### src/hdl/jac_pkg.sv
package jac_pkg;

    localparam int DZ_W    = 11;
    localparam int THR_W   = 8;
    localparam int POS_W   = 8;
    localparam int CFG_IDX_W = 1;

    localparam logic [DZ_W-1:0]  DZ_RESET  = 11'd82;
    localparam logic [THR_W-1:0] THR_RESET = 8'd3;

    // Full-scale percent and the clamp bound.
    localparam int POS_SCALE = 100;
    localparam logic signed [POS_W-1:0] POS_MAX = 8'sd100;

    typedef enum logic [CFG_IDX_W-1:0] {
        CFG_DEAD_ZONE = 1'b0,
        CFG_THRESHOLD = 1'b1
    } t_cfg_idx;

    typedef struct packed {
        logic signed [POS_W-1:0] pos_y;
        logic signed [POS_W-1:0] pos_x;
    } t_pos_pair;

endpackage

### src/hdl/jac_axis.sv
module jac_axis #(
    parameter int SAMPLE_BITS = 12
) (
    input  logic [SAMPLE_BITS-1:0]          i_raw,
    input  logic [jac_pkg::DZ_W-1:0]        i_dead_zone,
    output logic signed [jac_pkg::POS_W-1:0] o_pos
);

    localparam int B      = SAMPLE_BITS;
    localparam int PROD_W = B + 7;
    localparam int CMP_W  = (B > jac_pkg::DZ_W) ? B : jac_pkg::DZ_W;
    localparam logic [B-1:0] MID = B'(1) << (B - 1);
    // Positive side divisor is 2^(B-1)-1.
    localparam logic [B:0]   DIV_POS = (B+1)'((1 << (B - 1)) - 1);

    logic                      negative;
    logic [B-1:0]              mag;
    logic                      in_dead;
    logic [PROD_W-1:0]         prod;
    logic [jac_pkg::POS_W-1:0] q0;
    logic [B:0]                rem;
    logic [jac_pkg::POS_W-1:0] q_pos;
    logic [jac_pkg::POS_W-1:0] q_sel;
    logic [jac_pkg::POS_W-1:0] q_clamp;

    always_comb begin
        negative = (i_raw < MID);
        mag      = negative ? (MID - i_raw) : (i_raw - MID);
        in_dead  = (CMP_W'(mag) < CMP_W'(i_dead_zone));
        prod     = PROD_W'(mag) * PROD_W'(jac_pkg::POS_SCALE);
        // Quotient by 2^(B-1); the remainder against 2^(B-1)-1 exceeds
        // the divisor at most once, so one correction step is exact.
        q0       = prod[PROD_W-1:B-1];
        rem      = (B+1)'(prod[B-2:0]) + (B+1)'(q0);
        q_pos    = (rem >= DIV_POS) ? (q0 + 1'b1) : q0;
        q_sel    = negative ? q0 : q_pos;
        q_clamp  = (q_sel > jac_pkg::POS_MAX) ? jac_pkg::POS_MAX : q_sel;
        if (in_dead) begin
            o_pos = '0;
        end else if (negative) begin
            o_pos = -$signed(q_clamp);
        end else begin
            o_pos = $signed(q_clamp);
        end
    end

endmodule

### src/hdl/jac_track.sv
module jac_track (
    input  logic                      i_clk,
    input  logic                      i_rst_n,
    input  logic                      i_step,
    input  jac_pkg::t_pos_pair        i_pos,
    input  logic [jac_pkg::THR_W-1:0] i_threshold,
    output logic                      o_changed
);

    localparam int DW = jac_pkg::POS_W + 1;

    jac_pkg::t_pos_pair r_last;
    jac_pkg::t_pos_pair n_last;

    logic signed [DW-1:0] diff_x;
    logic signed [DW-1:0] diff_y;
    logic [DW-1:0]        abs_x;
    logic [DW-1:0]        abs_y;

    always_comb begin
        diff_x = DW'(i_pos.pos_x) - DW'(r_last.pos_x);
        diff_y = DW'(i_pos.pos_y) - DW'(r_last.pos_y);
        abs_x  = diff_x[DW-1] ? DW'(-diff_x) : DW'(diff_x);
        abs_y  = diff_y[DW-1] ? DW'(-diff_y) : DW'(diff_y);
        o_changed = (abs_x > DW'(i_threshold)) || (abs_y > DW'(i_threshold));
        n_last = (i_step && o_changed) ? i_pos : r_last;
    end

    always_ff @(posedge i_clk) begin
        if (!i_rst_n) begin
            r_last <= '0;
        end else begin
            r_last <= n_last;
        end
    end

endmodule

### src/hdl/joystick_axis_conditioner_unit.sv
// Channel   Direction  Word contents
// s_axis    in         tdata: raw_x, raw_y (SAMPLE_BITS each), zero pad to bytes
// m_axis    out        tdata: pos_x, pos_y (8 bit signed each); tuser: changed
// cfg       in         index 0 dead_zone (11 bit), index 1 threshold (8 bit)
//
// One word per cycle sustained while the output is not stalled; each word is
// held in the input register and moves to the output register when it is free.
// The compare against the last reported position sits between the two
// registers, so consecutive words see each other's updates in order.
// Synchronous active-low reset clears valids and last position and loads the dead-zone and threshold defaults.
// A stalled output holds its word while the input register keeps one more.
module joystick_axis_conditioner_unit #(
    parameter int SAMPLE_BITS = 12,
    localparam int S_TDATA_W = ((2 * SAMPLE_BITS + 7) / 8) * 8
) (
    input  logic                            i_clk,
    input  logic                            i_rst_n,
    input  logic                            i_s_tvalid,
    output logic                            o_s_tready,
    input  logic [S_TDATA_W-1:0]            i_s_tdata,   // raw_x, raw_y, pad
    output logic                            o_m_tvalid,
    input  logic                            i_m_tready,
    output logic [2*jac_pkg::POS_W-1:0]     o_m_tdata,   // pos_x, pos_y
    output logic                            o_m_tuser,   // changed
    input  logic                            i_cfg_valid,
    output logic                            o_cfg_ready,
    input  logic [jac_pkg::CFG_IDX_W-1:0]   i_cfg_index,
    input  logic [jac_pkg::DZ_W-1:0]        i_cfg_data
);

    localparam int B = SAMPLE_BITS;

    logic                        r_in_valid;
    logic [B-1:0]                r_raw_x;
    logic [B-1:0]                r_raw_y;
    logic                        r_out_valid;
    jac_pkg::t_pos_pair          r_out_pos;
    logic                        r_out_changed;
    logic [jac_pkg::DZ_W-1:0]    r_dead_zone;
    logic [jac_pkg::THR_W-1:0]   r_threshold;

    logic                        out_free;
    logic                        step;
    logic                        s_accept;
    logic                        changed;
    jac_pkg::t_pos_pair          pos;

    assign out_free   = !r_out_valid || i_m_tready;
    assign step       = r_in_valid && out_free;
    assign o_s_tready = !r_in_valid || out_free;
    assign s_accept   = i_s_tvalid && o_s_tready;
    assign o_cfg_ready = 1'b1;

    jac_axis #(.SAMPLE_BITS(SAMPLE_BITS)) u_axis_x (
        .i_raw       (r_raw_x),
        .i_dead_zone (r_dead_zone),
        .o_pos       (pos.pos_x)
    );

    jac_axis #(.SAMPLE_BITS(SAMPLE_BITS)) u_axis_y (
        .i_raw       (r_raw_y),
        .i_dead_zone (r_dead_zone),
        .o_pos       (pos.pos_y)
    );

    jac_track u_track (
        .i_clk       (i_clk),
        .i_rst_n     (i_rst_n),
        .i_step      (step),
        .i_pos       (pos),
        .i_threshold (r_threshold),
        .o_changed   (changed)
    );

    always_ff @(posedge i_clk) begin
        if (!i_rst_n) begin
            r_in_valid  <= 1'b0;
            r_out_valid <= 1'b0;
            r_dead_zone <= jac_pkg::DZ_RESET;
            r_threshold <= jac_pkg::THR_RESET;
        end else begin
            if (s_accept) begin
                r_in_valid <= 1'b1;
            end else if (step) begin
                r_in_valid <= 1'b0;
            end
            if (step) begin
                r_out_valid <= 1'b1;
            end else if (i_m_tready) begin
                r_out_valid <= 1'b0;
            end
            if (i_cfg_valid) begin
                unique case (jac_pkg::t_cfg_idx'(i_cfg_index))
                    jac_pkg::CFG_DEAD_ZONE: begin
                        r_dead_zone <= i_cfg_data;
                    end
                    jac_pkg::CFG_THRESHOLD: begin
                        r_threshold <= i_cfg_data[jac_pkg::THR_W-1:0];
                    end
                    default: begin
                    end
                endcase
            end
        end
    end

    always_ff @(posedge i_clk) begin
        if (s_accept) begin
            r_raw_x <= i_s_tdata[B-1:0];
            r_raw_y <= i_s_tdata[2*B-1:B];
        end
        if (step) begin
            r_out_pos     <= pos;
            r_out_changed <= changed;
        end
    end

    assign o_m_tvalid = r_out_valid;
    assign o_m_tdata  = {r_out_pos.pos_y, r_out_pos.pos_x};
    assign o_m_tuser  = r_out_changed;

endmodule
### config.mk
export PLATFORM = sky130hd
export DESIGN_NAME = joystick_axis_conditioner_unit
export DESIGN_NICKNAME = d
export VERILOG_FILES = /design/src/hdl/jac_pkg.sv /design/src/hdl/jac_axis.sv /design/src/hdl/jac_track.sv /design/src/hdl/joystick_axis_conditioner_unit.sv
export SDC_FILE = /design/constraint.sdc
export NUM_CORES = 1
export LEC_CHECK = 0
export BUFFER_PORTS_ARGS = -buffer_cell sky130_fd_sc_hd__buf_2
export CAP_MARGIN = 10
export CORE_ASPECT_RATIO = 0.75
export CORE_MARGIN = 3
export CORE_UTILIZATION = 30
export DETAILED_ROUTE_END_ITERATION = 8
export SETUP_SLACK_MARGIN = 0.5
export SLEW_MARGIN = 10
export SYNTH_ARGS = -nofsm -noshare
export SYNTH_HDL_FRONTEND = slang
export SYNTH_HIERARCHICAL = 1
export SYNTH_SLANG_ARGS = --single-unit
### constraint.sdc
create_clock -name i_clk -period 14.12 [get_ports i_clk]
set_input_delay 1.412 -clock i_clk [delete_from_list [all_inputs] [get_ports i_clk]]
set_output_delay 1.412 -clock i_clk [all_outputs]
set_load 0.03 [all_outputs]
==> metrics.log, run 1 <==
INFO  metric run_status = finished clean
INFO  metric worst_hold_path_type = flip-flop to flip-flop
INFO  metric cts_root_buf = clkbuf_16
INFO  metric placeableCoreArea = 30600 µm²
INFO  metric synth_area = 9420 µm²
INFO  metric clkLatencyLatePin = 350 ps
INFO  metric worst-slew-pin-transition = 1050 ps
INFO  metric setup.worst_path.end_class = flip-flop
INFO  metric finalWorstPathRequiredPeriod = 12640 ps
INFO  metric layout.filler_cells = 3202
INFO  metric total_detailed_routing_wirelength = 22.8 mm
INFO  metric worst_setup_path_start_kind = flip-flop
INFO  metric row_count = 55
INFO  metric effective_utilization_at_floorplan = 0.308
INFO  metric clkSinkCount = 78
INFO  metric drv_cap = 0
INFO  metric grt_pass1_vias = 7227
INFO  metric initialDrtViolationCount = 562
INFO  metric biggest_area_contributors_in_the_synthesized_netlist = ha_1 (20%), edfxtp_1 (13%), dfxtp_1 (7.9%)
INFO  metric max_stage_delay = 540 ps
INFO  metric totalNegativeSetupSlack = 0 ps
INFO  metric arrival = 12910 ps
INFO  metric width_of_the_chip = 211 µm
INFO  metric final.setup_skew = 9.98 ps
INFO  metric detail_route.drc_violations = 0
INFO  metric slew_headroom = 0.295
INFO  metric antenna_found_initial = 0
INFO  metric drt_first_pass_iters = 5
INFO  metric synth.ff_latch_count = 78
INFO  metric slew_viol_final = 0
INFO  metric synth_cell_types = 95
INFO  metric vias = 7747
INFO  metric min_period_over_period = 0.895
INFO  metric max-clock-path-buffers = 2
INFO  metric cts_tree = built
INFO  metric critical-path-slowest-cell = xnor2_1
INFO  metric clk_pin_slew_worst_paths = 70 ps
INFO  metric synth_enable_flop_cells = 41
INFO  metric num_antenna_cells = 0
INFO  metric syn_area_per_cell = 8.79 µm²
INFO  metric required = 14390 ps
INFO  metric worstPathMaxFanout = 13
INFO  metric gr-usage-all-layers = 0.135
INFO  metric cell_repeated_most_along_the_worst_path = ha_1
INFO  metric finalHoldViolations = 0
INFO  metric synth_top_cell_area_share = 0.202
INFO  metric timing_worst_setup_path_type = flip-flop to flip-flop
INFO  metric synth_seq_area_share = 0.209
INFO  metric chipHeight = 159 µm
INFO  metric htree_num_levels = 3
INFO  metric setup_viol_count_final = 0
INFO  metric finalWeightedCongestion = 0.869
INFO  metric synth_ff_type = edfxtp_1
INFO  metric route.antenna.remaining_nets = 0
INFO  metric postSynthNetCount = 1278
INFO  metric dp_hpwl = 18.3 mm
INFO  metric grt_overflow = 0
INFO  metric syn_inst = 1071
INFO  metric place.port_buffers = 59
INFO  metric syn_to_final_growth = 10.7%
INFO  metric numCtsBuffers = 9
INFO  metric avg_vias_per_cell = 5.08
INFO  metric yosys_warnings = 6
INFO  metric asyncSetResetFlopFracSynth = 0
INFO  metric die_area = 33600 µm²
INFO  metric finish.net_count = 1327
INFO  metric synth_top_area_cell = ha_1
INFO  metric grt_first_pass_wirelength = 37.4 mm
INFO  metric grt_start_max_net_pins = 65
INFO  metric final_layout_size_suffix_gt1_frac = 0.116
INFO  metric wl_per_cell = 15.0 µm
INFO  metric clock.fmax = 0.0791 GHz
INFO  metric grt_setup_unrepaired = no
INFO  metric ioPinCount = 61
## cells by family (layout without fill, tap and decap cells)
group                      after synthesis  count (layout)  synth area share
AOI/OAI and AO/OA                      220             220             0.171
xor gates and xnor gates                95              95            0.0906
adders and majority gates              166             166             0.232
buffers and inverters                  117             171            0.0550
DFF                                     78              78             0.209
muxes                                   44              44            0.0485
other                                    1               1          0.000398
and+or+nand+nor                        350             350             0.193
## stage by stage
stage,hold slack (ps),instances,setup slack [ps],util,cell area (µm²)
floorplan,428,1071,2790,-,9420
global placement,439,1506,1250,0.330,10100
detailed placement,450,1506,877,0.330,10100
CTS,459,1522,804,0.340,10400
global route,474,1524,565,0.341,10400
finish,461,1524,1480,0.341,10400
## placed cells by master (no fill, tap or decap), drive strengths merged, types with 29 or more instances in the layout
cell / Yosys / final
buf: 16 / 67
nand2: 105 / 105
dfxtp: 37 / 37
xor2: 46 / 46
o21ai: 38 / 38
inv: 88 / 89
ha: 152 / 152
a21oi: 45 / 45
edfxtp: 41 / 41
nand3: 29 / 29
nor2: 68 / 68
xnor2: 48 / 48
mux2i: 34 / 34
## final timing paths
check	slack (ps)	cells past startpoint	endpoint	start
setup / recovery	1480	48	u_track/r_last[10]	r_raw_x[0]
hold / removal	460	2	r_threshold[6]	r_threshold[6]
setup reg to reg	1480	48	u_track/r_last[10]	r_raw_x[0]
hold reg to reg	460	2	r_threshold[6]	r_threshold[6]
## routing by layer
metal / global-route usage / wire length (µm) / vias to the layer above / share of wire
met4: 0.0268 / 299 / 0 / 0.013
met2: 0.187 / 8950 / 161 / 0.39
met5: 0 / 0 / - / 0
met3: 0.0270 / 963 / 17 / 0.042
li1: - / - / 3966 / -
met1: 0.212 / 12600 / 3603 / 0.55
## Yosys cell counts, types with 6 or more instances
master	count
a211oi_1	11
a21o_1	25
a21oi_1	43
a221oi_1	6
a31oi_1	15
and2_1	6
and3_1	9
and4_1	6
buf_2	7
clkbuf_1	13
dfxtp_1	37
edfxtp_1	41
fa_1	14
ha_1	152
inv_1	88
mux2_2	9
mux2i_1	34
nand2_1	105
nand2b_1	16
nand3_1	29
nand4_1	11
nor2_1	68
nor2b_1	20
nor3_1	23
nor4_1	7
o211ai_1	15
o21a_1	11
o21ai_0	32
or2_2	6
or3_1	12
xnor2_1	47
xor2_1	46
## final cells by class
class	count	area (µm²)	share of cell area
multi-input cells	876	6950	0.667
flip-flops and latches	78	1970	0.189
well taps	399	499	0.0479
repair buffers	67	355	0.0341
inverters	88	330	0.0317
clock buffers	11	254	0.0244
clock inverters	5	55.1	0.00528
## state kept, by name, summed over array words and instances, names as in the netlist
name and count:
r_raw_x 12, r_threshold 8, r_raw_y 12, o_m_tdata 16, o_m_tvalid 1, r_dead_zone 11
o_m_tuser 1, r_in_valid 1, u_track/r_last 16
## worst max-delay path: cells and delay by family (launching register included)
family                     cells  cell delay [ps]
buffers and inverters          2              330
and+or+nand+nor               15             2780
xor gates and xnor gates       4             1590
DFF                            1              500
muxes                          3              730
adders and majority gates      9             2920
AOI/OAI and AO/OA             15             3720
## timing repair
action,CTS,global route
hold buffers,0,0
resized for setup,0,3
endpoints found under the setup margin,0,17
buffers inserted,0,2
Power of run 1 is not shown: default switching activity piles up to over one toggle a cycle in this logic, so the estimate is an artifact.
==> inputs of run 2 (changes only) <==
--- a/config.mk
+++ b/config.mk
@@ -9,8 +9,9 @@
 export CAP_MARGIN = 10
 export CORE_ASPECT_RATIO = 0.75
 export CORE_MARGIN = 3
-export CORE_UTILIZATION = 30
+export CORE_UTILIZATION = 60
 export DETAILED_ROUTE_END_ITERATION = 8
+export PLACE_DENSITY = 0.79
 export SETUP_SLACK_MARGIN = 0.5
 export SLEW_MARGIN = 10
 export SYNTH_ARGS = -nofsm -noshare
==> run 2 against run 1 <==
Effect of this change: non-clock buffer count is 2 lower; worst setup slack better by 120 ps; clock-buffer cell count is 4 higher; global-route usage is 12 points higher; critical endpoint is now u_track/r_last[8]; highest routed layer unchanged.
==> metrics.log, run 2 (synthesis results as in run 1) <==
INFO  metric clk_pin_slew_worst_paths = 60 ps (about the same)
INFO  metric layout.cells.non_filler = 1323 (-13%)
INFO  metric worst_hold_path_type = flip-flop to flip-flop
INFO  metric reg2reg_depth = 48 (unchanged)
INFO  metric initialDrtViolationCount = 519 (-7.7%)
INFO  metric crit_path_end = u_track/r_last[8]
INFO  metric run_status = finished clean
INFO  metric dp_hpwl = 16.8 mm (-8.2%)
INFO  metric setup_viol_count_final = 0 (unchanged)
INFO  metric max-clock-path-buffers = 2 (unchanged)
INFO  metric effective_utilization_at_floorplan = 0.633 (+0.325)
INFO  metric worst_setup_path_start_kind = flip-flop
INFO  metric finish.net_count = 1325 (-0.15%)
INFO  metric cell_repeated_most_along_the_worst_path = ha_1
INFO  metric critPathBufInv = 3 (+1)
INFO  metric grt_setup_unrepaired = no
INFO  metric worstPathMaxFanout = 13 (unchanged)
INFO  metric finalHoldViolations = 0 (unchanged)
INFO  metric cts_tree = built
INFO  metric clock.fmax = 0.0799 GHz (+0.99%)
INFO  metric place.port_buffers = 59 (unchanged)
INFO  metric setup.worst_path.start = r_raw_x[0]
INFO  metric seq_area = 1970 µm² (unchanged)
INFO  metric route.antenna.remaining_nets = 0 (unchanged)
INFO  metric finalWorstPathRequiredPeriod = 12520 ps (-124 ps)
INFO  metric slew_viol_final = 0 (unchanged)
INFO  metric grt_overflow = 0 (unchanged)
INFO  metric path_depth = 48 (unchanged)
INFO  metric final.setup_skew = 9.08 ps (-0.896 ps)
INFO  metric layout.cells.most_common_list = ha_1 (152), nand2_1 (105), inv_1 (88)
INFO  metric max_stage_delay = 500 ps (-40 ps)
INFO  metric timing_worst_setup_path_type = flip-flop to flip-flop
INFO  metric avg_vias_per_cell = 5.91 (+16%)
INFO  metric totalNegativeSetupSlack = 0 ps (unchanged)
INFO  metric critical-path-slowest-cell = edfxtp_1
INFO  metric syn_to_final_growth = 8.00%
INFO  metric drt_first_pass_iters = 5 (unchanged)
INFO  metric arrival = 12790 ps (-120 ps)
INFO  metric critPathTopFamily = compound AO/OA/AOI/OAI gates
INFO  metric ioPinCount = 61 (unchanged)
INFO  metric cts_hold_buf = 0 (unchanged)
INFO  metric grt_first_pass_wirelength = 35.9 mm (-3.9%)
INFO  metric antenna_found_initial = 0 (unchanged)
INFO  metric grt_start_max_net_pins = 65 (unchanged)
INFO  metric final_layout_size_suffix_gt1_frac = 0.116 (+0.000206)
INFO  metric mostFrequentLayoutCell = ha_1
INFO  metric min_period_over_period = 0.886 (-0.00878)
INFO  metric clkLatencyLatePin = 340 ps (about the same)
INFO  metric required = 14390 ps (about the same)
INFO  metric width_of_the_chip = 151 µm (-28%)
INFO  metric wl_per_cell = 16.0 µm (+6.6%)
INFO  metric timing.rr.end = u_track/r_last[8]
INFO  metric die_area = 17200 µm² (-49%)
INFO  metric worst-slew-pin-transition = 944 ps (-108 ps)
INFO  metric rrSetupSlack = 1600 ps (+120 ps)
INFO  metric dpl.cell_count = 1306 (-13%)
INFO  metric total_detailed_routing_wirelength = 21.1 mm (-7.5%)
INFO  metric drv_cap = 0 (unchanged)
INFO  metric row_count = 38 (-31%)
INFO  metric chipHeight = 114 µm (-28%)
INFO  metric detail_route.drc_violations = 0 (unchanged)
INFO  metric setup.worst_path.end_class = flip-flop
INFO  metric cts_root_buf = clkbuf_16
INFO  metric vias = 7821 (+0.96%)
INFO  metric grt_pass1_vias = 7359 (+1.8%)
INFO  metric num_antenna_cells = 0 (unchanged)
INFO  metric htree_num_levels = 3 (unchanged)
INFO  metric gr-usage-all-layers = 0.255 (+0.120)
INFO  metric worst_r2r_startpoint = r_raw_x[0]
INFO  metric placeableCoreArea = 14900 µm² (-51%)
INFO  metric layout.filler_cells = 1190 (-63%)
INFO  metric slew_headroom = 0.368 (+0.0723)
INFO  metric clkSinkCount = 78 (unchanged)
INFO  metric numCtsBuffers = 9 (unchanged)
INFO  metric finalWeightedCongestion = 0.946 (+8.9%)
INFO  metric multi_input_logic_area = 6970 µm² (+0.22%)
==> run 2: cell count changes in the layout (fill, tap and decap cells not counted), sizes merged <==
cell / before / now
clkinv: 3 / 0
bufinv: 1 / 0
clkbuf: 11 / 15
buf: 67 / 65
==> run 2: cell type report <==
cell class | count | area share
multi-input cells | 876 | 0.685
flip-flops and latches | 78 | 0.194
repair buffers | 65 | 0.0335
inverters | 88 | 0.0325
clock buffers | 15 | 0.0294
well taps | 200 | 0.0246
clock inverters | 1 | 0.000861
==> run 2: how the worst min path moves through the flow <==
stage,end,cells past startpoint,startpoint
CTS,r_threshold[6],2,r_threshold[6]
detailed placement,r_threshold[6],2,r_threshold[6]
finish,r_threshold[6],2,r_threshold[6]
global placement,r_threshold[4],2,r_threshold[4]
floorplan,r_threshold[4],2,r_threshold[4]
global route,r_threshold[5],2,r_threshold[5]
==> run 2: layer usage <==
layer / track usage / wire length [µm] / vias up
met5: 0 / 0 / -
met4: 0.0568 / 228 / 0
met3: 0.0431 / 1330 / 20
met2: 0.377 / 8780 / 251
met1: 0.388 / 10800 / 3580
li1: - / - / 3970
==> run 2: per-stage QoR <==
step | cell area, µm² | hold WS (ps) | util | setup slack (ps)
after floorplan | 9420 | 428 | - | 2790
after global placement | 9820 | 437 | 0.660 | 1410
after detailed placement | 9820 | 441 | 0.660 | 1010
after CTS | 10100 | 450 | 0.680 | 951
after global routing | 10200 | 481 | 0.683 | 672
final | 10200 | 449 | 0.683 | 1600
==> run 2: repair_timing <==
action | 4_1_cts | 5_1_grt
endpoints found under the setup margin | 0 | 16
buffers inserted | 0 | 1
resized for setup | 0 | 4
==> run 2: worst register-to-register path: cells and delay by family (launching register included) <==
family | cells | cell delay [ps]
compound gates | 18 | 4190
mux | 2 | 430
buf+inv | 3 | 460
fa+ha+maj | 9 | 2700
flops | 1 | 500
xor+xnor | 2 | 560
simple gates | 14 | 3630
Power of run 2 is left out for the same reason.
==> inputs of run 3 (changes only) <==
--- a/config.mk
+++ b/config.mk
@@ -5,13 +5,13 @@
 export SDC_FILE = /design/constraint.sdc
 export NUM_CORES = 1
 export LEC_CHECK = 0
-export BUFFER_PORTS_ARGS = -buffer_cell sky130_fd_sc_hd__buf_2
 export CAP_MARGIN = 10
 export CORE_ASPECT_RATIO = 0.75
 export CORE_MARGIN = 3
 export CORE_UTILIZATION = 60
 export DETAILED_ROUTE_END_ITERATION = 8
-export PLACE_DENSITY = 0.79
+export DONT_BUFFER_PORTS = 1
+export PLACE_DENSITY_LB_ADDON = 0.12
 export SETUP_SLACK_MARGIN = 0.5
 export SLEW_MARGIN = 10
 export SYNTH_ARGS = -nofsm -noshare
==> run 3 against run 2 <==
Effect of this change: register-to-register slack better by 150 ps; maximum frequency grew 1.3%; clock skew increased by 1.7 ps; largest cell class unchanged.
==> metrics.log, run 3 (synthesis results as in run 1) <==
INFO  metric cts_tree = built
INFO  metric clk_pin_slew_worst_paths = 60 ps (about the same)
INFO  metric critical-path-slowest-cell = edfxtp_1
INFO  metric placeableCoreArea = 14900 µm² (unchanged)
INFO  metric required = 14390 ps (about the same)
INFO  metric slew_headroom = 0.398 (+0.0300)
INFO  metric max_stage_delay = 490 ps (about the same)
INFO  metric cts_root_buf = clkbuf_16
INFO  metric numCtsBuffers = 9 (unchanged)
INFO  metric stdcell_area = 9860 µm² (-3.0%)
INFO  metric grt_overflow = 0 (unchanged)
INFO  metric wl_met2 = 8.53 mm (-2.9%)
INFO  metric worst_hold_path_type = flip-flop to flip-flop
INFO  metric num_antenna_cells = 0 (unchanged)
INFO  metric grt_pass1_vias = 7042 (-4.3%)
INFO  metric chipHeight = 114 µm (unchanged)
INFO  metric width_of_the_chip = 151 µm (unchanged)
INFO  metric ioPinCount = 61 (unchanged)
INFO  metric clkLatencyLatePin = 350 ps (about the same)
INFO  metric dp_hpwl = 16.6 mm (-1.7%)
INFO  metric mostFrequentLayoutCell = ha_1
INFO  metric avg_vias_per_cell = 6.06 (+2.5%)
INFO  metric final.setup.worst_slack = 1760 ps (+155 ps)
INFO  metric finish.net_count = 1266 (-4.5%)
INFO  metric vias = 7658 (-2.1%)
INFO  metric worstPathMaxFanout = 13 (unchanged)
INFO  metric dpl.cell_count = 1247 (-4.5%)
INFO  metric finalHoldViolations = 0 (unchanged)
INFO  metric max-clock-path-buffers = 2 (unchanged)
INFO  metric initialDrtViolationCount = 507 (-2.3%)
INFO  metric rrSetupSlack = 1760 ps (+150 ps)
INFO  metric htree_num_levels = 3 (unchanged)
INFO  metric worst_setup_path_start_kind = flip-flop
INFO  metric top_layer_used = met4
INFO  metric grt_first_pass_wirelength = 34.3 mm (-4.3%)
INFO  metric syn_to_final_growth = 4.72%
INFO  metric clkSinkCount = 78 (unchanged)
INFO  metric finalWorstPathRequiredPeriod = 12360 ps (-155 ps)
INFO  metric cts_hold_buf = 0 (unchanged)
INFO  metric wl_per_cell = 16.4 µm (+2.5%)
INFO  metric setup.worst_path.end_class = flip-flop
INFO  metric place.port_buffers = 0 (-100%)
INFO  metric dpl_worst_slack = 1090 ps (+78.2 ps)
INFO  metric drv_cap = 0 (unchanged)
INFO  metric route.antenna.remaining_nets = 0 (unchanged)
INFO  metric row_count = 38 (unchanged)
INFO  metric routedLengthMet1 = 10.8 mm (-0.26%)
INFO  metric finalWeightedCongestion = 0.901 (-4.8%)
INFO  metric cell_repeated_most_along_the_worst_path = ha_1
INFO  metric totalNegativeSetupSlack = 0 ps (unchanged)
INFO  metric run_status = finished clean
INFO  metric layout.cells.non_filler = 1264 (-4.5%)
INFO  metric antenna_found_initial = 0 (unchanged)
INFO  metric slew_viol_final = 0 (unchanged)
INFO  metric grt_start_max_net_pins = 65 (unchanged)
INFO  metric grt_setup_unrepaired = no
INFO  metric final.setup_skew = 10.7 ps (+1.66 ps)
INFO  metric gr-usage-all-layers = 0.245 (-0.00929)
INFO  metric final_layout_size_suffix_gt1_frac = 0.0667 (-0.0490)
INFO  metric setup_viol_count_final = 0 (unchanged)
INFO  metric effective_utilization_at_floorplan = 0.633 (unchanged)
INFO  metric layout.cells.most_common_list = ha_1 (152), nand2_1 (105), inv_1 (88)
INFO  metric detail_route.drc_violations = 0 (unchanged)
INFO  metric drt_first_pass_iters = 6 (+1)
INFO  metric wl_met3 = 1.01 mm (-24%)
INFO  metric placed_area = 9520 µm² (-3.0%)
INFO  metric die_area = 17200 µm² (unchanged)
INFO  metric min_period_over_period = 0.876 (-0.0109)
INFO  metric total_detailed_routing_wirelength = 20.7 mm (-2.1%)
INFO  metric arrival = 12630 ps (-160 ps)
INFO  metric timing_worst_setup_path_type = flip-flop to flip-flop
INFO  metric clock.fmax = 0.0809 GHz (+1.3%)
INFO  metric worst-slew-pin-transition = 899 ps (-44.8 ps)
run 3: repair_timing:
item	in CTS	in global routing
resized for setup	0	3
endpoints found under the setup margin	0	16
buffers inserted	0	1
run 3: stage by stage:
step | util | hold slack (ps)
finish | 0.663 | 450
global route | 0.663 | 481
CTS | 0.661 | 451
detailed placement | 0.640 | 443
global placement | 0.640 | 438
floorplan | - | 428
run 3: worst paths after layout:
kind | from | to | depth (start not counted)
worst max-delay path | r_raw_x[0] | u_track/r_last[10] | 48
worst min-delay path | r_threshold[4] | r_threshold[4] | 2
worst max register to register | r_raw_x[0] | u_track/r_last[10] | 48
worst min register to register | r_threshold[4] | r_threshold[4] | 2
run 3: layout make-up:
| class | instances | area, µm² |
|---|---|---|
| well taps | 200 | 250 |
| fillers | 1275 | 5020 |
| inverters | 88 | 330 |
| clock buffers | 12 | 256 |
| flip-flops and latches | 78 | 1970 |
| repair buffers | 6 | 45.0 |
| clock inverters | 4 | 52.6 |
| multi-input cells | 876 | 6950 |
run 3: worst max-delay path: cells and delay by family (launching register included):
family / cells / cell delay, ps
adder cells (fa/ha/maj): 9 / 2680
XOR/XNOR: 2 / 530
AND/OR/NAND/NOR: 14 / 3540
buffers and inverters: 3 / 440
flip-flops: 1 / 490
AO/OA/AOI/OAI: 18 / 4110
multiplexers: 2 / 460
run 3: routing by layer:
metal	up-vias	track usage
li1	3861	-
met1	3570	0.369
met2	203	0.361
met3	24	0.0435
met4	0	0.0664
met5	-	0
Power of run 3 is left out for the same reason.
